File: config.mk
export PLATFORM = sky130hd
export DESIGN_NAME = min_heap_replace_top_unit_flat
export DESIGN_NICKNAME = d
export VERILOG_FILES = /design/src/hw/rtl/mhr_pkg.sv /design/src/hw/rtl/mhr_if.sv /design/src/hw/rtl/mhr_ram.sv /design/src/hw/rtl/min_heap_replace_top_unit.sv /design/src/flat_wrapper.sv
export SDC_FILE = /design/constraint.sdc
export NUM_CORES = 2
export LEC_CHECK = 0
export BUFFER_PORTS_ARGS = -buffer_cell sky130_fd_sc_hd__buf_4
export CORE_ASPECT_RATIO = 1.5
export CORE_MARGIN = 2
export CORE_UTILIZATION = 30
export CTS_CLUSTER_SIZE = 8
export DETAILED_ROUTE_END_ITERATION = 8
export PLACE_DENSITY = 0.48
export SETUP_SLACK_MARGIN = 0.3
export SKIP_CTS_REPAIR_TIMING = 1
export SYNTH_ARGS = -nofsm -noshare
export SYNTH_HDL_FRONTEND = slang
export SYNTH_SLANG_ARGS = --single-unit
File: constraint.sdc
create_clock -name clk -period 7.9 [get_ports clk]
set_input_delay 1.185 -clock clk [delete_from_list [all_inputs] [get_ports clk]]
set_output_delay 1.185 -clock clk [all_outputs]
set_load 0.01 [all_outputs]
File: src/hw/rtl/mhr_pkg.sv
// ----------------------------------------------------------------------------
// mhr_pkg: shared types and constants of the min-heap replace-top unit
// Field widths, request codes, status codes and the default heap capacity.
// ----------------------------------------------------------------------------
package mhr_pkg;

  localparam int unsigned KEY_W            = 64;
  localparam int unsigned SRC_W            = 4;
  localparam int unsigned REQ_W            = 3;
  localparam int unsigned CNT_OUT_W        = 5;
  localparam int unsigned STAT_W           = 2;
  localparam int unsigned ENTRY_W          = KEY_W + SRC_W;
  localparam int unsigned DEFAULT_CAPACITY = 16;

  // Request codes; codes 5 to 7 behave as a read of the top.
  typedef enum logic [REQ_W-1:0] {
    REQ_APPEND  = 3'd0,
    REQ_HEAPIFY = 3'd1,
    REQ_REPLACE = 3'd2,
    REQ_CLEAR   = 3'd3,
    REQ_READ    = 3'd4
  } req_t;

  typedef enum logic [STAT_W-1:0] {
    STAT_OK    = 2'd0,
    STAT_FULL  = 2'd1,
    STAT_EMPTY = 2'd2
  } status_t;

endpackage

File: src/hw/rtl/mhr_if.sv
// ----------------------------------------------------------------------------
// mhr_in_if / mhr_out_if: request and result channels
// Valid/ready channels; a transfer happens when valid and ready are both high.
// ----------------------------------------------------------------------------
interface mhr_in_if;
  import mhr_pkg::*;

  logic             valid;
  logic             ready;
  logic [REQ_W-1:0] req_type;
  logic [KEY_W-1:0] key;
  logic [SRC_W-1:0] source_id;

  modport source (output valid, output req_type, output key, output source_id,
                  input ready);
  modport sink   (input valid, input req_type, input key, input source_id,
                  output ready);
endinterface

interface mhr_out_if;
  import mhr_pkg::*;

  logic                 valid;
  logic                 ready;
  logic [KEY_W-1:0]     top_key;
  logic [SRC_W-1:0]     top_source;
  logic [CNT_OUT_W-1:0] entry_count;
  logic [STAT_W-1:0]    status;

  modport source (output valid, output top_key, output top_source,
                  output entry_count, output status, input ready);
  modport sink   (input valid, input top_key, input top_source,
                  input entry_count, input status, output ready);
endinterface

File: src/hw/rtl/mhr_ram.sv
// ----------------------------------------------------------------------------
// mhr_ram: generic RAM, one write port and two registered read ports
// Read data updates only when its port is enabled and holds otherwise.
// ----------------------------------------------------------------------------
module mhr_ram #(
  parameter int unsigned WIDTH = mhr_pkg::ENTRY_W,
  parameter int unsigned DEPTH = mhr_pkg::DEFAULT_CAPACITY
) (
  input  logic                     clk,
  input  logic                     wr_en,
  input  logic [$clog2(DEPTH)-1:0] wr_addr,
  input  logic [WIDTH-1:0]         wr_data,
  input  logic                     rd_a_en,
  input  logic [$clog2(DEPTH)-1:0] rd_a_addr,
  output logic [WIDTH-1:0]         rd_a_data,
  input  logic                     rd_b_en,
  input  logic [$clog2(DEPTH)-1:0] rd_b_addr,
  output logic [WIDTH-1:0]         rd_b_data
);

  logic [WIDTH-1:0] mem [DEPTH];

  always_ff @(posedge clk) begin
    if (wr_en) begin
      mem[wr_addr] <= wr_data;
    end
    if (rd_a_en) begin
      rd_a_data <= mem[rd_a_addr];
    end
    if (rd_b_en) begin
      rd_b_data <= mem[rd_b_addr];
    end
  end

endmodule

File: src/hw/rtl/min_heap_replace_top_unit.sv
// ----------------------------------------------------------------------------
// min_heap_replace_top_unit: binary min-heap with replace-top sift-down
// Append, clear and read go from the request transfer straight to the result state.
// Replace sifts down from the root, reading, comparing the left and then the right
// child at each level, until no child is smaller or a leaf is reached; heapify loads each start node and sifts it down.
// The unit takes one request at a time; the heap RAM and one 64-bit comparator
// are walked level by level. Reset empties the heap (count zero).
// ----------------------------------------------------------------------------
module min_heap_replace_top_unit #(
  parameter int unsigned CAPACITY = mhr_pkg::DEFAULT_CAPACITY
) (
  input  logic      clk,
  input  logic      rst_n,
  mhr_in_if.sink    in_chan,
  mhr_out_if.source out_chan
);
  import mhr_pkg::*;

  localparam int unsigned CNT_W  = $clog2(CAPACITY + 1); // holds 0..CAPACITY
  localparam int unsigned IDX_W  = $clog2(CAPACITY);     // RAM slot index
  localparam int unsigned CPOS_W = CNT_W + 1;            // child positions

  // Sequencer states, one-hot.
  typedef enum logic [5:0] {
    S_IDLE = 6'b000001,  // wait for a request transfer
    S_LOAD = 6'b000010,  // heapify: capture the entry at start node i
    S_READ = 6'b000100,  // issue child reads, or settle at a leaf
    S_CMPL = 6'b001000,  // compare left child against the carried entry
    S_CMPR = 6'b010000,  // compare right child against the best so far
    S_DONE = 6'b100000   // hand the result to the output register
  } state_t;

  state_t              state_r, state_nxt;
  req_t                op_r, op_nxt;
  status_t             status_r, status_nxt;
  logic [CNT_W-1:0]    count_r, count_nxt;
  logic [CNT_W-1:0]    i_r, i_nxt;      // heapify start node
  logic [CNT_W-1:0]    pos_r, pos_nxt;  // hole being sifted, one-indexed
  logic [KEY_W-1:0]    cur_key_r, cur_key_nxt;
  logic [SRC_W-1:0]    cur_src_r, cur_src_nxt;
  logic [KEY_W-1:0]    best_key_r, best_key_nxt;
  logic [SRC_W-1:0]    best_src_r, best_src_nxt;
  logic [CNT_W-1:0]    best_pos_r, best_pos_nxt;
  logic [KEY_W-1:0]    top_key_r;
  logic [SRC_W-1:0]    top_src_r;

  logic                 out_valid_r;
  logic [KEY_W-1:0]     out_key_r;
  logic [SRC_W-1:0]     out_src_r;
  logic [CNT_OUT_W-1:0] out_cnt_r;
  logic [STAT_W-1:0]    out_stat_r;

  // RAM ports
  logic               wr_en;
  logic [IDX_W-1:0]   wr_addr;
  logic [KEY_W-1:0]   wr_key;
  logic [SRC_W-1:0]   wr_src;
  logic               rd_a_en, rd_b_en;
  logic [IDX_W-1:0]   rd_a_addr, rd_b_addr;
  logic [ENTRY_W-1:0] rd_a_data, rd_b_data;
  logic [KEY_W-1:0]   rd_a_key, rd_b_key;
  logic [SRC_W-1:0]   rd_a_src, rd_b_src;

  // Shared comparator
  logic [KEY_W-1:0]   cmp_a, cmp_b;
  logic               cmp_lt;

  logic               accept;
  logic               out_take;
  logic               sift_end;
  logic [CPOS_W-1:0]  left_pos, right_pos, count_ext;
  logic [CNT_W-1:0]   half_cnt;
  logic [CNT_W-1:0]   fin_pos;
  logic [KEY_W-1:0]   fin_key;
  logic [SRC_W-1:0]   fin_src;
  logic               take_right;

  mhr_ram #(
    .WIDTH (ENTRY_W),
    .DEPTH (CAPACITY)
  ) u_heap_ram (
    .clk       (clk),
    .wr_en     (wr_en),
    .wr_addr   (wr_addr),
    .wr_data   ({wr_key, wr_src}),
    .rd_a_en   (rd_a_en),
    .rd_a_addr (rd_a_addr),
    .rd_a_data (rd_a_data),
    .rd_b_en   (rd_b_en),
    .rd_b_addr (rd_b_addr),
    .rd_b_data (rd_b_data)
  );

  assign {rd_a_key, rd_a_src} = rd_a_data;
  assign {rd_b_key, rd_b_src} = rd_b_data;

  assign in_chan.ready = (state_r == S_IDLE);
  assign accept        = in_chan.valid && in_chan.ready;
  assign out_take      = (state_r == S_DONE) && (!out_valid_r || out_chan.ready);

  // Children of the hole; slots are position minus one.
  assign left_pos  = {pos_r, 1'b0};
  assign right_pos = {pos_r, 1'b1};
  assign count_ext = {1'b0, count_r};
  assign half_cnt  = count_r >> 1;

  // One comparator serves both child compares.
  always_comb begin
    if (state_r == S_CMPR) begin
      cmp_a = rd_b_key;
      cmp_b = best_key_r;
    end else begin
      cmp_a = rd_a_key;
      cmp_b = cur_key_r;
    end
  end
  assign cmp_lt = cmp_a < cmp_b;

  // Winner of a level: strict less-than, so ties keep the parent / left child.
  assign take_right = (right_pos <= count_ext) && cmp_lt;
  assign fin_pos    = take_right ? CNT_W'(right_pos) : best_pos_r;
  assign fin_key    = take_right ? rd_b_key : best_key_r;
  assign fin_src    = take_right ? rd_b_src : best_src_r;

  always_comb begin
    state_nxt    = state_r;
    op_nxt       = op_r;
    status_nxt   = status_r;
    count_nxt    = count_r;
    i_nxt        = i_r;
    pos_nxt      = pos_r;
    cur_key_nxt  = cur_key_r;
    cur_src_nxt  = cur_src_r;
    best_key_nxt = best_key_r;
    best_src_nxt = best_src_r;
    best_pos_nxt = best_pos_r;
    wr_en        = 1'b0;
    wr_addr      = IDX_W'(pos_r - CNT_W'(1));
    wr_key       = cur_key_r;
    wr_src       = cur_src_r;
    rd_a_en      = 1'b0;
    rd_a_addr    = IDX_W'(left_pos - CPOS_W'(1));
    rd_b_en      = 1'b0;
    rd_b_addr    = IDX_W'(left_pos);
    sift_end     = 1'b0;

    unique case (state_r)
      S_IDLE: begin
        if (accept) begin
          op_nxt     = req_t'(in_chan.req_type);
          status_nxt = STAT_OK;
          state_nxt  = S_DONE;
          unique case (req_t'(in_chan.req_type))
            REQ_APPEND: begin
              if (count_r == CNT_W'(CAPACITY)) begin
                status_nxt = STAT_FULL;
              end else begin
                wr_en     = 1'b1;
                wr_addr   = IDX_W'(count_r);
                wr_key    = in_chan.key;
                wr_src    = in_chan.source_id;
                count_nxt = count_r + CNT_W'(1);
              end
            end
            REQ_HEAPIFY: begin
              if (half_cnt != '0) begin
                i_nxt     = half_cnt;
                rd_a_en   = 1'b1;
                rd_a_addr = IDX_W'(half_cnt - CNT_W'(1));
                state_nxt = S_LOAD;
              end
            end
            REQ_REPLACE: begin
              if (count_r == '0) begin
                status_nxt = STAT_EMPTY;
              end else begin
                cur_key_nxt = in_chan.key;
                cur_src_nxt = top_src_r;
                pos_nxt     = CNT_W'(1);
                state_nxt   = S_READ;
              end
            end
            REQ_CLEAR: begin
              count_nxt = '0;
            end
            default: begin
              if (count_r == '0) begin
                status_nxt = STAT_EMPTY;
              end
            end
          endcase
        end
      end
      S_LOAD: begin
        cur_key_nxt = rd_a_key;
        cur_src_nxt = rd_a_src;
        pos_nxt     = i_r;
        state_nxt   = S_READ;
      end
      S_READ: begin
        if (left_pos > count_ext) begin
          // Leaf: drop the carried entry into the hole.
          wr_en    = 1'b1;
          sift_end = 1'b1;
        end else begin
          rd_a_en   = 1'b1;
          rd_b_en   = (right_pos <= count_ext);
          state_nxt = S_CMPL;
        end
      end
      S_CMPL: begin
        if (cmp_lt) begin
          best_key_nxt = rd_a_key;
          best_src_nxt = rd_a_src;
          best_pos_nxt = CNT_W'(left_pos);
        end else begin
          best_key_nxt = cur_key_r;
          best_src_nxt = cur_src_r;
          best_pos_nxt = pos_r;
        end
        state_nxt = S_CMPR;
      end
      S_CMPR: begin
        wr_en = 1'b1;
        if (fin_pos == pos_r) begin
          sift_end = 1'b1;
        end else begin
          // Move the smaller child up and descend into its slot.
          wr_key    = fin_key;
          wr_src    = fin_src;
          pos_nxt   = fin_pos;
          state_nxt = S_READ;
        end
      end
      S_DONE: begin
        if (out_take) begin
          state_nxt = S_IDLE;
        end
      end
      default: begin
        state_nxt = S_IDLE;
      end
    endcase

    // End of one sift: advance heapify to the next start node, or finish.
    if (sift_end) begin
      if (op_r == REQ_HEAPIFY && i_r > CNT_W'(1)) begin
        i_nxt     = i_r - CNT_W'(1);
        rd_a_en   = 1'b1;
        rd_a_addr = IDX_W'(i_r - CNT_W'(2));
        state_nxt = S_LOAD;
      end else begin
        state_nxt = S_DONE;
      end
    end
  end

  always_ff @(posedge clk) begin
    if (!rst_n) begin
      state_r     <= S_IDLE;
      count_r     <= '0;
      out_valid_r <= 1'b0;
    end else begin
      state_r <= state_nxt;
      count_r <= count_nxt;
      if (out_take) begin
        out_valid_r <= 1'b1;
      end else if (out_chan.ready) begin
        out_valid_r <= 1'b0;
      end
    end
  end

  always_ff @(posedge clk) begin
    op_r       <= op_nxt;
    status_r   <= status_nxt;
    i_r        <= i_nxt;
    pos_r      <= pos_nxt;
    cur_key_r  <= cur_key_nxt;
    cur_src_r  <= cur_src_nxt;
    best_key_r <= best_key_nxt;
    best_src_r <= best_src_nxt;
    best_pos_r <= best_pos_nxt;
    // Shadow the root so the result needs no extra RAM read.
    if (wr_en && wr_addr == '0) begin
      top_key_r <= wr_key;
      top_src_r <= wr_src;
    end
    if (out_take) begin
      out_key_r  <= (count_r == '0) ? '0 : top_key_r;
      out_src_r  <= (count_r == '0) ? '0 : top_src_r;
      out_cnt_r  <= CNT_OUT_W'(count_r);
      out_stat_r <= status_r;
    end
  end

  assign out_chan.valid       = out_valid_r;
  assign out_chan.top_key     = out_key_r;
  assign out_chan.top_source  = out_src_r;
  assign out_chan.entry_count = out_cnt_r;
  assign out_chan.status      = out_stat_r;

  a_count_bound: assert property (@(posedge clk) disable iff (!rst_n)
    count_r <= CNT_W'(CAPACITY))
    else $error("heap count above capacity");

  a_full_status: assert property (@(posedge clk) disable iff (!rst_n)
    out_valid_r && out_stat_r == STAT_FULL |-> out_cnt_r == CNT_OUT_W'(CAPACITY))
    else $error("full status on a heap that is not full");

  a_empty_status: assert property (@(posedge clk) disable iff (!rst_n)
    out_valid_r && out_stat_r == STAT_EMPTY |-> out_cnt_r == '0 && out_key_r == '0)
    else $error("empty status with entries or a nonzero top");

  a_load_range: assert property (@(posedge clk) disable iff (!rst_n)
    state_r == S_LOAD |-> i_r != '0 && i_r <= half_cnt)
    else $error("heapify start node out of range");

  a_child_range: assert property (@(posedge clk) disable iff (!rst_n)
    state_r == S_CMPL |-> pos_r != '0 && left_pos <= count_ext)
    else $error("child compare beyond the heap");

endmodule
File: src/flat_wrapper.sv
// flat-port wrapper written by rule: the top's interface ports become plain ports
module min_heap_replace_top_unit_flat import mhr_pkg::*;
#(
  parameter int unsigned CAPACITY = mhr_pkg::DEFAULT_CAPACITY
)
  (clk, rst_n, in_chan_valid, in_chan_req_type, in_chan_key, in_chan_source_id, in_chan_ready, out_chan_valid, out_chan_top_key, out_chan_top_source, out_chan_entry_count, out_chan_status, out_chan_ready);
  mhr_in_if in_chan_i ();
  mhr_out_if out_chan_i ();
  input  logic clk;
  input  logic rst_n;
  input wire logic [$bits(in_chan_i.valid)-1:0] in_chan_valid;
  input wire logic [$bits(in_chan_i.req_type)-1:0] in_chan_req_type;
  input wire logic [$bits(in_chan_i.key)-1:0] in_chan_key;
  input wire logic [$bits(in_chan_i.source_id)-1:0] in_chan_source_id;
  output wire logic [$bits(in_chan_i.ready)-1:0] in_chan_ready;
  output wire logic [$bits(out_chan_i.valid)-1:0] out_chan_valid;
  output wire logic [$bits(out_chan_i.top_key)-1:0] out_chan_top_key;
  output wire logic [$bits(out_chan_i.top_source)-1:0] out_chan_top_source;
  output wire logic [$bits(out_chan_i.entry_count)-1:0] out_chan_entry_count;
  output wire logic [$bits(out_chan_i.status)-1:0] out_chan_status;
  input wire logic [$bits(out_chan_i.ready)-1:0] out_chan_ready;
  assign in_chan_i.valid = in_chan_valid;
  assign in_chan_i.req_type = in_chan_req_type;
  assign in_chan_i.key = in_chan_key;
  assign in_chan_i.source_id = in_chan_source_id;
  assign in_chan_ready = in_chan_i.ready;
  assign out_chan_valid = out_chan_i.valid;
  assign out_chan_top_key = out_chan_i.top_key;
  assign out_chan_top_source = out_chan_i.top_source;
  assign out_chan_entry_count = out_chan_i.entry_count;
  assign out_chan_status = out_chan_i.status;
  assign out_chan_i.ready = out_chan_ready;
  min_heap_replace_top_unit #(.CAPACITY(CAPACITY)) u_core (.clk(clk), .rst_n(rst_n), .in_chan(in_chan_i), .out_chan(out_chan_i));
endmodule
# Word-level counts from Yosys, hierarchy flattened
# Memory sizes are Yosys's and may differ from the RTL's. A register that Yosys moved wholly into a read port is not among the register bits.
# Index checks and enable logic that the tools add are counted.
# classes
add_sub_neg,6
n_lt_le_gt_ge,4
n_eq_ne,21
muxes,82
n_reduce_logical,21
# ops
operator,n
$mux 64,11
$pmux 64 s2,2
$mux 4,19
$mux 5,13
$lt 64x64->1,1
$mux 6,8
$pmux 6 s6,1
$mux 1,18
$pmux 4 s2,2
$pmux 5 s3,1
$pmux 6 s2,1
$reduce_and 4->1,3
$sub 4x1->4 const B,3
$ne 2x2->1 const B,5
$pmux 5 s2,1
$eq 3x1->1 const B,2
$eq 3x2->1 const B,2
$eq 6x1->1 const B,1
$eq 6x2->1 const B,1
$eq 6x3->1 const B,1
$eq 6x4->1 const B,1
$eq 6x5->1 const B,1
$eq 6x6->1 const B,1
$gt 6x5->1,1
other kinds (26),34
# word_totals
reg_bits,311
mem_bits_rw,1088
inputBits,75
word_cells,154
mem_count,1
# mem_list
memory,depth,width,rd,rd_ports_with_merged_regs,write_ports,line,text
u_core.u_heap_ram.mem,16,68,2,2,1,mhr_ram.sv:21,logic [WIDTH-1:0] mem [DEPTH];

# Longest topological paths before layout
# depth
ltp_word,10
mapped_depth,22

# By module
# A second synthesis with hierarchy kept.
# unflattened
cells_unflattened,4042
area_unflattened_um2,69738.1
# by_module_without_submodules
module,n_inst,cells_per_inst,area_per_inst_um2,seq_area_each_um2
mhr_ram,1,2389,52539.1,36755.3
min_heap_replace_top_unit,1,1653,17199.0,9168.8

# Worst setup path before layout
# No wires, ideal clock.
# synth_timing
path_type,register to register
startpoint,reg u_core.state_r[0]
endpoint,"reg u_core.u_heap_ram.rd_a_data[0] (read register of u_core.u_heap_ram.mem), enable pin"
setup_time_ns,0.428
t_arrival_ns,5.520
required_ns,7.472
setup_slack_ns,1.952
stages_incl_launch_ff,16
path_buffers,3
path_cell_list,dfxtp_1 -> or4_4 -> nor2_1 -> clkbuf_1 -> clkbuf_1 -> mux2i_1 -> ha_1 -> nand4_1 -> nor4_1 -> nand2_1 -> a311oi_2 -> o41ai_4 -> a21oi_2 -> clkbuf_1 -> nor2_1 -> nand2_1
# synth_between
elab_chain_cells,9
word_cells_on_any_way,20
# synth_lines
element,line,text
from (decl),min_heap_replace_top_unit.sv:33,"state_t state_r, state_nxt;"
from (signal assigned),min_heap_replace_top_unit.sv:264,state_r <= state_nxt;
$eq 6x5->1,"min_heap_replace_top_unit.sv:109, min_heap_replace_top_unit.sv:147",
$mux 64,min_heap_replace_top_unit.sv:109,if (state_r == S_CMPR) begin
$lt 64x64->1,min_heap_replace_top_unit.sv:117,assign cmp_lt = cmp_a < cmp_b;
$logic_and 1x1->1,min_heap_replace_top_unit.sv:120,assign take_right = (right_pos <= count_ext) && cmp_lt;
$mux 5,min_heap_replace_top_unit.sv:121,assign fin_pos = take_right ? CNT_W'(right_pos) : best_pos_r;
$eq 5x5->1,min_heap_replace_top_unit.sv:225,if (fin_pos == pos_r) begin
$mux 1,min_heap_replace_top_unit.sv:225,
$pmux 1 s2,min_heap_replace_top_unit.sv:147,unique case (state_r)
$mux 1 (*),min_heap_replace_top_unit.sv:246,if (sift_end) begin
via u_core.rd_a_en,min_heap_replace_top_unit.sv:58,"logic rd_a_en, rd_b_en;"
to (decl),mhr_ram.sv:15,"output logic [WIDTH-1:0] rd_a_data,"
# Mark *: on every way through the listed nets, which the timed path passes. The rest lies on a longest branch.
# A chain may end at the register's enable or synchronous reset.

# Worst setup path after layout
# layout_timing
startpoint,reg u_core.state_r[0]
endpoint,"reg u_core.u_heap_ram.rd_a_data[40] (read register of u_core.u_heap_ram.mem), data pin"
# layout_between
elab_chain_cells,9
word_cells_on_any_way,20
# layout_lines
element,line
$eq 6x5->1,"min_heap_replace_top_unit.sv:109, min_heap_replace_top_unit.sv:147"
$mux 64,min_heap_replace_top_unit.sv:109
$lt 64x64->1,min_heap_replace_top_unit.sv:117
$logic_and 1x1->1,min_heap_replace_top_unit.sv:120
$mux 5,min_heap_replace_top_unit.sv:121
$eq 5x5->1,min_heap_replace_top_unit.sv:225
$mux 1,min_heap_replace_top_unit.sv:225
$pmux 1 s2,min_heap_replace_top_unit.sv:147
$mux 4 or $mux 1 (tied branches),min_heap_replace_top_unit.sv:246
# Parallel ways exist; a longest one is shown, timed or not.

==> metrics.cfg <==
[sta]
tns_ps=0
setup_viol=0
final.period_utilization_pct=89.9
slew_headroom_pct=23.5
rsz0062_at_grt=false
slew_viol_final=0
fmax_mhz=141
worst_slew_pin_slew_ps=1150
finalHoldViolations=0
post-route-min-period_ps=7110
worst_slack_ps=795
fin_skew_ps=84.4

[clock_network]
clk_latency_ps=850
clkSinkCount=1467
cts_buffers=210
cts_tree=done
clkSlewWorstSetupHoldPaths_ps=50
htree_num_levels=4
ctsRootBufferMaster=clkbuf_16
clock_path_buffers=4

[setup_path]
max_stage_delay_ps=900
crit_chain=or4_4, or2_4, buf_4, mux2i_1, ha_1, nand4_1, nor3_1, nand3_1, nor3_1, o41ai_4, nand3_1, and4_4, buf_12, buf_4, mux2i_1, o22ai_1, or4_1
startpoint_type=register
setup.worst_path.start=u_core.state_r[0]$_SDFFE_PN1P_
critical_path_required_ps=8410
cp_slowest_cell=nor3_1
arrival_ps=7620
cp-end-kind=register
path_class=reg2reg
r2r_setup_slack_ps=790
worstRegToRegCells=17
r2r-start=u_core.state_r[0]$_SDFFE_PN1P_
r2r_end=u_core.u_heap_ram.rd_a_data[40]$_DFFE_PP_
cp_max_fo=37

[final_layout]
fin_cells=7195
drive_above_1_share_pct=18.9
final_area_um2=75200
syn2layout_area_growth_pct=16.9
final-seq-area_um2=43900
nets=4481
finish.utilization_pct=35.2
multi_input_area_um2=19500
nFillCells=20200

[worst_hold_path]
hp-class=reg2reg
hold_path_depth=0
hold_start=u_core.status_r[0]$_DFFE_PP_
hold_end=u_core.out_chan.status[0]$_DFFE_PP_

[synth]
synth_top_area_cell=edfxtp_1
synthCells=4097
ys.flop_type=edfxtp_1
ys_types=68
synth-seq-area-share_pct=68.2
netlist.area_leader.share_pct=67.7
synthTopCellsByArea=edfxtp_1 68%, mux2i_1 9.5%, mux4_2 4.8%, nand2_1 3.3%, o22ai_1 2.7%
syn_area_um2=64300
synth_seq_cells=1467
yosysWarnings=0
synth-async-reset-ratio_pct=0
avgSynthCellArea_um2=15.7
synth_edf_count=1450
synth_nets=4249

[drt]
routed_wl_um=214000
routedWlPerCell_um=29.7
drc=0
vias_per_cell=5.35
detail-route-antenna-nets=0
num_vias=38500
dr.first_iter.drc_count=3502
first_pass_iters=5

[place]
portBuffers=151
place_area_um2=69700
post-place-ws_ps=823
dp_hpwl_um=117000
place.gp.congestion=0.766
place_inst=6952

[die]
ios=152
core_area_um2=214000
die_height_um=571
initial_core_util_pct=30.1
dieArea_um2=218000
chipWidth_um=382
rows=208

[global_routing]
overflow=0
grt_pass1_wl_um=300000
antenna_found_initial=12
grt_max_degree=98
grt_pass1_vias=39800
grt_util_all_layers_pct=19.2

[pwr]
p_leak_nw=24.4
p_per_area_nw_per_um2=225
switching_share_pct=20.3
ir_drop_uv=155
p_int_mw=13.4
pwr-share-clk_pct=46.9
seqPwrFrac_pct=51.0
p_comb_share_pct=2.2
p_switching_mw=3.43

[status]
outcome=finished clean

[job]
max-cap-violations=0

worst max-delay path, delay by kind of cell (launching register included):
| kind | cells | cell delay (ps) |
|---|---|---|
| adders and majority gates | 1 | 330 |
| DFF | 1 | 350 |
| muxes | 2 | 400 |
| AOI/OAI and AO/OA | 2 | 450 |
| buffers and inverters | 3 | 980 |
| and+or+nand+nor | 9 | 4190 |
kinds of logic (layout without fill, tap and decap cells):
family / count (synthesis) / in the layout / share of synthesized area [%]
xor gates and xnor gates: 13 / 13 / 0.177
adders and majority gates: 77 / 77 / 1.50
muxes: 889 / 889 / 16.8
and+or+nand+nor: 852 / 852 / 6.03
AOI/OAI and AO/OA: 522 / 522 / 5.42
DFF: 1467 / 1467 / 68.2
other: 0 / 3 / 0
buffers and inverters: 277 / 537 / 1.86
layer usage:
| metal | routed length, µm | GRT usage [%] |
|---|---|---|
| met5 | 80 | 0 |
| met4 | 6220 | 5.81 |
| met3 | 11200 | 2.55 |
| met2 | 105000 | 32.8 |
| met1 | 90900 | 25.2 |
power by group through the flow:
| stage | clock network [mW] | logic (mW) | registers, mW |
|---|---|---|---|
| floorplan | 0 | 0.169 | 8.76 |
| global placement | 0 | 0.367 | 8.75 |
| detailed placement | 0 | 0.371 | 8.75 |
| CTS | 8.07 | 0.372 | 8.60 |
| global route | 8.33 | 0.399 | 8.60 |
| finish | 7.91 | 0.368 | 8.60 |
cells in the final DEF (no fill, tap or decap), drive strengths merged, types with 19 or more instances in the layout:
master,n
edfxtp,1450
mux2i,613
nand2,574
buf,278
o22ai,275
clkbuf,236
mux2,140
mux4,136
a21oi,106
ha,77
and2,71
or4,70
a221o,69
nor2,40
o21ai,26
nand3,24
inv,19
cell usage after synthesis, drive strengths merged (14+ instances only):
cell type	count
a21oi	106
inv	19
clkbuf	146
nor3	15
nor2	40
mux2	140
mux4	136
dfxtp	17
mux2i	613
o22ai	275
nand3	24
a221o	69
edfxtp	1450
nand4	14
buf	112
nand2	574
ha	77
or4	70
o21ai	26
and2	71
cell type report:
class	instances	share of cell area (%)
clock buffers	236	7.25
clock inverters	4	0.0449
inverters	19	0.0949
repair buffers	278	3.56
well taps	2835	4.72
diodes	3	0.00999
multi-input cells	2353	25.9
flip-flops and latches	1467	58.4
registers in the layout, summed over array words and instances, names as in the netlist, 5 cells and up:
signal                       flops
u_core.u_heap_ram.mem         1082
u_core.u_heap_ram.rd_a_data     68
u_core.u_heap_ram.rd_b_data     68
u_core.best_key_r               64
u_core.cur_key_r                64
u_core.out_chan.top_key         64
u_core.state_r                   6
u_core.top_key_r                 6
u_core.best_pos_r                5
u_core.count_r                   5
u_core.i_r                       5
u_core.out_chan.entry_count      5
u_core.pos_r                     5
stage by stage:
step	total power, mW	hold slack [ps]
2_1_floorplan	8.92	400
3_3_place_gp	9.12	405
3_5_place_dp	9.12	415
4_1_cts	17.0	393
5_1_grt	17.3	402
6_report	16.9	392
worst max path at each step:
stage	endpoint	cells after the start
3_5_place_dp	u_core.u_heap_ram.rd_a_data[30]$_DFFE_PP_	17
3_3_place_gp	u_core.u_heap_ram.rd_a_data[21]$_DFFE_PP_	17
5_1_grt	u_core.u_heap_ram.rd_a_data[40]$_DFFE_PP_	18
2_1_floorplan	u_core.u_heap_ram.rd_a_data[0]$_DFFE_PP_	15
6_report	u_core.u_heap_ram.rd_a_data[40]$_DFFE_PP_	17
4_1_cts	u_core.u_heap_ram.rd_a_data[40]$_DFFE_PP_	17
Power figures use the tool's default switching activity.
